## config.mk

```make
export PLATFORM = sky130hd
export DESIGN_NAME = aes_key_exp
export DESIGN_NICKNAME = d
export VERILOG_FILES = /design/src/rtl/aes_pkg.sv /design/src/rtl/aes_key_exp.sv
export SDC_FILE = /design/constraint.sdc
export NUM_CORES = 2
export LEC_CHECK = 0
export BUFFER_PORTS_ARGS = -buffer_cell sky130_fd_sc_hd__buf_2
export CAP_MARGIN = 20
export CORE_AREA = 2 2 581 583
export CTS_CLUSTER_DIAMETER = 50
export DETAILED_ROUTE_END_ITERATION = 10
export DIE_AREA = 0 0 583 585
export PLACE_DENSITY_LB_ADDON = 0.08
export SLEW_MARGIN = 20
export SYNTH_ARGS = -nofsm -noshare
export SYNTH_HDL_FRONTEND = slang
export SYNTH_SLANG_ARGS = --single-unit
export TNS_END_PERCENT = 100
```

## constraint.sdc

```tcl
create_clock -name i_clk -period 17.3 [get_ports i_clk]
set_input_delay 0.865 -clock i_clk [delete_from_list [all_inputs] [get_ports i_clk]]
set_output_delay 0.865 -clock i_clk [all_outputs]
set_load 0.02 [all_outputs]
```

## src/rtl/aes_pkg.sv

```systemverilog
// aes_pkg: shared constants, s-box table and round helper functions for the aes-128 encrypt unit
// no dependencies
`timescale 1ns / 1ps
`default_nettype none
package aes_pkg;

    localparam int ROUND_COUNT = 10;
    localparam int BLOCK_W     = 128;
    localparam int HALF_W      = 64;
    localparam int CFG_IDX_W   = 2;

    localparam logic [CFG_IDX_W-1:0] CFG_KEY_HIGH = 2'd0;
    localparam logic [CFG_IDX_W-1:0] CFG_KEY_LOW  = 2'd1;

    localparam logic [7:0] RCON_FIRST = 8'h01;
    localparam logic [7:0] GF_POLY    = 8'h1b;

    typedef logic [BLOCK_W-1:0] t_block;
    typedef logic [ROUND_COUNT:1][BLOCK_W-1:0] t_rk_arr;

    localparam logic [7:0] SBOX [256] = '{
        8'h63,8'h7c,8'h77,8'h7b,8'hf2,8'h6b,8'h6f,8'hc5,8'h30,8'h01,8'h67,8'h2b,8'hfe,8'hd7,8'hab,8'h76,
        8'hca,8'h82,8'hc9,8'h7d,8'hfa,8'h59,8'h47,8'hf0,8'had,8'hd4,8'ha2,8'haf,8'h9c,8'ha4,8'h72,8'hc0,
        8'hb7,8'hfd,8'h93,8'h26,8'h36,8'h3f,8'hf7,8'hcc,8'h34,8'ha5,8'he5,8'hf1,8'h71,8'hd8,8'h31,8'h15,
        8'h04,8'hc7,8'h23,8'hc3,8'h18,8'h96,8'h05,8'h9a,8'h07,8'h12,8'h80,8'he2,8'heb,8'h27,8'hb2,8'h75,
        8'h09,8'h83,8'h2c,8'h1a,8'h1b,8'h6e,8'h5a,8'ha0,8'h52,8'h3b,8'hd6,8'hb3,8'h29,8'he3,8'h2f,8'h84,
        8'h53,8'hd1,8'h00,8'hed,8'h20,8'hfc,8'hb1,8'h5b,8'h6a,8'hcb,8'hbe,8'h39,8'h4a,8'h4c,8'h58,8'hcf,
        8'hd0,8'hef,8'haa,8'hfb,8'h43,8'h4d,8'h33,8'h85,8'h45,8'hf9,8'h02,8'h7f,8'h50,8'h3c,8'h9f,8'ha8,
        8'h51,8'ha3,8'h40,8'h8f,8'h92,8'h9d,8'h38,8'hf5,8'hbc,8'hb6,8'hda,8'h21,8'h10,8'hff,8'hf3,8'hd2,
        8'hcd,8'h0c,8'h13,8'hec,8'h5f,8'h97,8'h44,8'h17,8'hc4,8'ha7,8'h7e,8'h3d,8'h64,8'h5d,8'h19,8'h73,
        8'h60,8'h81,8'h4f,8'hdc,8'h22,8'h2a,8'h90,8'h88,8'h46,8'hee,8'hb8,8'h14,8'hde,8'h5e,8'h0b,8'hdb,
        8'he0,8'h32,8'h3a,8'h0a,8'h49,8'h06,8'h24,8'h5c,8'hc2,8'hd3,8'hac,8'h62,8'h91,8'h95,8'he4,8'h79,
        8'he7,8'hc8,8'h37,8'h6d,8'h8d,8'hd5,8'h4e,8'ha9,8'h6c,8'h56,8'hf4,8'hea,8'h65,8'h7a,8'hae,8'h08,
        8'hba,8'h78,8'h25,8'h2e,8'h1c,8'ha6,8'hb4,8'hc6,8'he8,8'hdd,8'h74,8'h1f,8'h4b,8'hbd,8'h8b,8'h8a,
        8'h70,8'h3e,8'hb5,8'h66,8'h48,8'h03,8'hf6,8'h0e,8'h61,8'h35,8'h57,8'hb9,8'h86,8'hc1,8'h1d,8'h9e,
        8'he1,8'hf8,8'h98,8'h11,8'h69,8'hd9,8'h8e,8'h94,8'h9b,8'h1e,8'h87,8'he9,8'hce,8'h55,8'h28,8'hdf,
        8'h8c,8'ha1,8'h89,8'h0d,8'hbf,8'he6,8'h42,8'h68,8'h41,8'h99,8'h2d,8'h0f,8'hb0,8'h54,8'hbb,8'h16
    };

    function automatic logic [7:0] xtime(input logic [7:0] b);
        xtime = {b[6:0], 1'b0} ^ (b[7] ? GF_POLY : 8'h00);
    endfunction

    function automatic logic [31:0] sub_word(input logic [31:0] w);
        sub_word = {SBOX[w[31:24]], SBOX[w[23:16]], SBOX[w[15:8]], SBOX[w[7:0]]};
    endfunction

    // byte i of the state sits at bits [127-8i -: 8]
    function automatic t_block next_round_key(input t_block k, input logic [7:0] rc);
        logic [31:0] t;
        logic [31:0] w0;
        logic [31:0] w1;
        logic [31:0] w2;
        logic [31:0] w3;
        t  = sub_word({k[23:0], k[31:24]}) ^ {rc, 24'h0};
        w0 = k[127:96] ^ t;
        w1 = k[95:64] ^ w0;
        w2 = k[63:32] ^ w1;
        w3 = k[31:0] ^ w2;
        next_round_key = {w0, w1, w2, w3};
    endfunction

    function automatic t_block round_fn(input t_block s, input t_block k, input logic last);
        logic [7:0] a [16];
        logic [7:0] t [16];
        logic [7:0] m [16];
        t_block r;
        for (int i = 0; i < 16; i++) begin
            a[i] = s[BLOCK_W-1-8*i -: 8];
        end
        for (int c = 0; c < 4; c++) begin
            for (int rw = 0; rw < 4; rw++) begin
                t[4*c+rw] = SBOX[a[4*((c+rw)%4)+rw]];
            end
        end
        for (int c = 0; c < 4; c++) begin
            m[4*c]   = xtime(t[4*c]) ^ xtime(t[4*c+1]) ^ t[4*c+1] ^ t[4*c+2] ^ t[4*c+3];
            m[4*c+1] = t[4*c] ^ xtime(t[4*c+1]) ^ xtime(t[4*c+2]) ^ t[4*c+2] ^ t[4*c+3];
            m[4*c+2] = t[4*c] ^ t[4*c+1] ^ xtime(t[4*c+2]) ^ xtime(t[4*c+3]) ^ t[4*c+3];
            m[4*c+3] = xtime(t[4*c]) ^ t[4*c] ^ t[4*c+1] ^ t[4*c+2] ^ xtime(t[4*c+3]);
        end
        for (int i = 0; i < 16; i++) begin
            r[BLOCK_W-1-8*i -: 8] = last ? t[i] : m[i];
        end
        round_fn = r ^ k;
    endfunction

endpackage
`default_nettype wire

```

## src/rtl/aes_key_exp.sv

```systemverilog
// aes_key_exp: key registers and iterative key expansion, one round key per cycle
// depends on aes_pkg
`timescale 1ns / 1ps
`default_nettype none
module aes_key_exp
    import aes_pkg::*;
(
    input  wire logic                 i_clk,
    input  wire logic                 i_rst_n,
    input  wire logic                 i_wr_en,
    input  wire logic [CFG_IDX_W-1:0] i_wr_index,
    input  wire logic [HALF_W-1:0]    i_wr_data,
    output logic [BLOCK_W-1:0]        o_rk0,
    output t_rk_arr                   o_rk,
    output logic                      o_ready
);

    logic [HALF_W-1:0]  r_key_hi, n_key_hi;
    logic [HALF_W-1:0]  r_key_lo, n_key_lo;
    logic               r_busy, n_busy;
    logic [3:0]         r_cnt, n_cnt;
    logic [7:0]         r_rcon, n_rcon;
    t_block             r_prev, n_prev;
    t_rk_arr            r_rk;
    t_block             w_next;
    logic               w_hit;

    assign w_next = next_round_key(r_prev, r_rcon);
    assign w_hit  = i_wr_en && (i_wr_index == CFG_KEY_HIGH || i_wr_index == CFG_KEY_LOW);

    always_comb begin
        n_key_hi = r_key_hi;
        n_key_lo = r_key_lo;
        n_busy   = r_busy;
        n_cnt    = r_cnt;
        n_rcon   = r_rcon;
        n_prev   = r_prev;
        if (w_hit) begin
            if (i_wr_index == CFG_KEY_HIGH) begin
                n_key_hi = i_wr_data;
            end else begin
                n_key_lo = i_wr_data;
            end
            n_busy = 1'b1;
            n_cnt  = 4'd1;
            n_rcon = RCON_FIRST;
            n_prev = {n_key_hi, n_key_lo};
        end else if (r_busy) begin
            n_prev = w_next;
            n_rcon = xtime(r_rcon);
            n_cnt  = r_cnt + 4'd1;
            if (r_cnt == 4'(ROUND_COUNT)) begin
                n_busy = 1'b0;
            end
        end
    end

    always_ff @(posedge i_clk) begin
        if (!i_rst_n) begin
            r_key_hi <= '0;
            r_key_lo <= '0;
            r_busy   <= 1'b1;
            r_cnt    <= 4'd1;
            r_rcon   <= RCON_FIRST;
            r_prev   <= '0;
        end else begin
            r_key_hi <= n_key_hi;
            r_key_lo <= n_key_lo;
            r_busy   <= n_busy;
            r_cnt    <= n_cnt;
            r_rcon   <= n_rcon;
            r_prev   <= n_prev;
        end
    end

    always_ff @(posedge i_clk) begin
        if (r_busy && !w_hit) begin
            r_rk[r_cnt] <= w_next;
        end
    end

    assign o_rk0   = {r_key_hi, r_key_lo};
    assign o_rk    = r_rk;
    assign o_ready = !r_busy;

endmodule
`default_nettype wire

```

==> summary.txt <==
Clock network
  • Num CTS Buffers: around 260
  • H-tree levels: 5
  • Root buf cell: clkbuf_16
  • CTS resizes: 0
  • CTS Buffer Depth: 4
  • Clock Sinks: 1,549
  • Clock Pin Slew Worst Setup and Hold Paths: 0.05 ns
  • TritonCTS clock tree: yes
  • CTS Hold Bufs: 0
  • Post-CTS Setup Bufs: 0
  • Worst skew pair latency: 0.90 ns

Die
  • Die H: a little under 600 um
  • Std-Cell Rows: 213
  • Die Area: 341,100 um2
  • Die span in x: 583 um
  • Ports: 1,478
  • Core area: around 340,000 um2
  • Initial Util: 0.2002

Timing
  • Fin crit share: 0.3814
  • Pin slew with the least headroom to its limit: 1.128 ns
  • Min Tclk post-route: 6.599 ns
  • Hold Vio Cnt, Final: 0
  • Fmax: 151.5 MHz
  • Max-slew violations: 0
  • Final setup fails: 0
  • RSZ-0062 raised after global routing: no
  • Fin Clk Skew: a little under 0.09 ns
  • Setup TNS: 0 ns
  • Rel. slew slack: 0.2401

Setup path
  • Reg-to-reg slack, setup: around 11 ns
  • Largest stage delay on the critical path: ~1.1 ns
  • Slowest-stage cell, CP: ha_1
  • CP required: 17.81 ns
  • RR Startpoint: r_prev[17]
  • WS Path Type: reg -> reg
  • Cell Chain, Critical Path: buf_4 > clkinv_1 > ha_1 > nor2b_1 > a21oi_1 > mux4_2 > a211o_1 > and4_1 > nor4_4 > xor3_1 > buf_4 > xnor2_1
  • Crit start category: flip-flop
  • Crit Path Max Fanout: 39
  • R2r worst-path depth: 12
  • R2R Path End: o_rk[1048]
  • Worst setup EP type: flip-flop
  • CP dominant cell by count: buf_4
  • Crit path arrival time: 7.11 ns

Global route
  • Congestion Overflow GR: 0
  • Global-route wire length before repair: 499.9 mm
  • Vias in the first global route: 50,976
  • Overall global routing resource usage: 0.2147
  • Pin count of the biggest net entering global routing: 110
  • Initial antenna violation count: 69

Routing
  • WL met1: 151.6 mm
  • Drt pass-1 iters: 7
  • Vias: 52,696
  • Vias per cell: 4.674
  • # DRC: 0
  • Top sig layer: met5
  • Final wirelength: 384.0 mm
  • Met2 Wirelength: around 200 mm
  • DRT iter0 DRCs: between 4,000 and 5,000
  • Wirelength per Cell: 34.06 um
  • DRT antenna net count: 0
  • Met3 wire len: 22.07 mm

Synthesis
  • Post-synth EDFFs: 1,280
  • Ys async rst share: 0
  • Mapped Nets: 5,241
  • Average size of a mapped cell: 13.13 um2
  • Area leader, netlist: edfxtp_1
  • Share of the synthesized area in the top cell type: 0.5728
  • Area contributors post-synth: edfxtp_1 57%, dfxtp_1 8.0%, nor2_1 2.1%
  • Synth Register Bits: approximately 1,500
  • Ys Warns: 0
  • Top FF cell, synth: edfxtp_1
  • Synth Cell Area: between 60,000 and 70,000 um2
  • Gate Count Post-Synth: 5,112
  • Synth cell types: 110
  • Sequential share of the synthesized area: 0.6530

Layout
  • Filler Cell Count: approximately 35,000
  • Leading cell type in the layout, fill and taps excluded: buf_2
  • Layout cell share with drive strength beyond 1: 0.3579
  • Most frequent cells in the layout: 1,475 x buf_2, 1,280 x edfxtp_1, 374 x nor2_1
  • Final nets: 6,770
  • Area Overhead vs Synth: 33.19%

Min path
  • Worst Hold Class: in -> reg
  • Origin of the worst min-delay path: i_wr_data[46]
  • Hold path depth: 3
  • Worst Hold End: r_key_lo[46]

Power
  • Peak VDD IR: 0.0001259 V
  • Pwr Total: 23.65 mW
  • Power per Cell Area: 264.6 nW/um2
  • Leak Pwr: 33.25 nW

Placed design
  • RePlAce Congestion: 0.9110
  • Post-DP HPWL: about 280 mm
  • # port buffers: roughly 1,500

Status
  • Status: complete, no violations

Flow run
  • Max Cap Violations: 0
[cells in the mapped netlist, types with 20 or more instances]
master	n
edfxtp_1	1280
nor2_1	378
nand2_1	294
dfxtp_1	269
o21ai_0	263
a21oi_1	257
clkbuf_1	216
buf_2	128
xnor2_1	125
mux2_2	123
nor2b_1	110
xor2_1	106
nand2b_1	100
nand3_1	98
nor3_1	87
mux2i_1	74
a31oi_1	70
inv_1	64
o211ai_1	64
ha_1	60
a211oi_1	49
mux4_2	49
buf_1	38
o22ai_1	36
and2_1	34
a311oi_1	33
o221ai_1	32
o311ai_0	30
a21boi_0	29
or2_2	29
a211o_1	27
a21o_1	27
or3_1	26
o31ai_1	22
a311o_1	20
nor3b_1	20
[routing by layer]
layer,vias to the layer above,global-route usage
met5,-,0
met2,2304,0.3873
met3,512,0.03626
li1,22550,-
met1,27328,0.2594
met4,2,0.06442
[registers in the layout (all words and copies together) (netlist names)]
register	count
o_rk	1280
r_key_hi	64
r_rcon	8
r_key_lo	64
r_cnt	4
r_prev	128
r_busy	1
[stage by stage]
| stage | hold slack, ns | util | setup WS [ns] | area (um2) | std cells |
|---|---|---|---|---|---|
| after floorplan | 0.4855 | - | 1.631 | 67100 | 5112 |
| after global placement | 0.4660 | 0.2395 | 10.85 | 80300 | 10784 |
| after detailed placement | 0.4744 | 0.2395 | 10.78 | 80310 | 10784 |
| after CTS | 0.1957 | 0.2664 | 10.71 | 89320 | 11258 |
| after global routing | 0.2423 | 0.2665 | 10.35 | 89350 | 11261 |
| final | 0.2738 | 0.2666 | 10.70 | 89380 | 11274 |
[final cells by class]
class	instances	area [um2]	area share
diodes	16	40.04	0.0004480
clock buffers	292	6783	0.07589
clock inverters	182	2230	0.02495
inverters	81	305.3	0.003416
multi-input cells	3077	21770	0.2436
flip-flops and latches	1549	43870	0.4908
well taps	4407	5514	0.06169
repair buffers	1670	8872	0.09927
[kinds of logic (layout without fill, tap and decap cells)]
kind of cell               count (synthesis)  count (layout)  synth area share
DFF                                     1549            1549            0.6530
and+or+nand+nor                         1302            1302           0.09561
buffers and inverters                    486            2225           0.03106
muxes                                    249             249           0.04868
xor gates and xnor gates                 252             252           0.03688
AOI/OAI and AO/OA                       1214            1214            0.1235
other                                      0              16                 0
adders and majority gates                 60              60           0.01119
[power by group]
group	switching [mW]	total, mW	leakage (nW)	internal [mW]
registers	0.364	7.05	13.9	6.69
logic	8.37	11.2	15.0	2.85
clock network	2.02	5.37	4.36	3.35
[critical path: cells and delay by family, from the launching register on]
family | cells | cell delay [ns]
simple gates | 3 | 1.57
buf+inv | 3 | 1.23
xor+xnor | 2 | 1.16
fa+ha+maj | 1 | 1.05
mux | 1 | 0.49
compound gates | 2 | 0.39
flops | 1 | 0.31
[worst max path at each step]
| stage | startpoint | end | slack [ns] |
|---|---|---|---|
| after floorplan | i_wr_index[1] | o_rk[256] | 1.63 |
| after global placement | r_prev[17] | o_rk[24] | 10.85 |
| after detailed placement | r_prev[17] | o_rk[24] | 10.78 |
| after CTS | r_prev[17] | o_rk[1048] | 10.71 |
| after global routing | r_prev[17] | o_rk[1048] | 10.35 |
| final | r_prev[17] | o_rk[1048] | 10.70 |
Power figures use the tool's default switching activity.
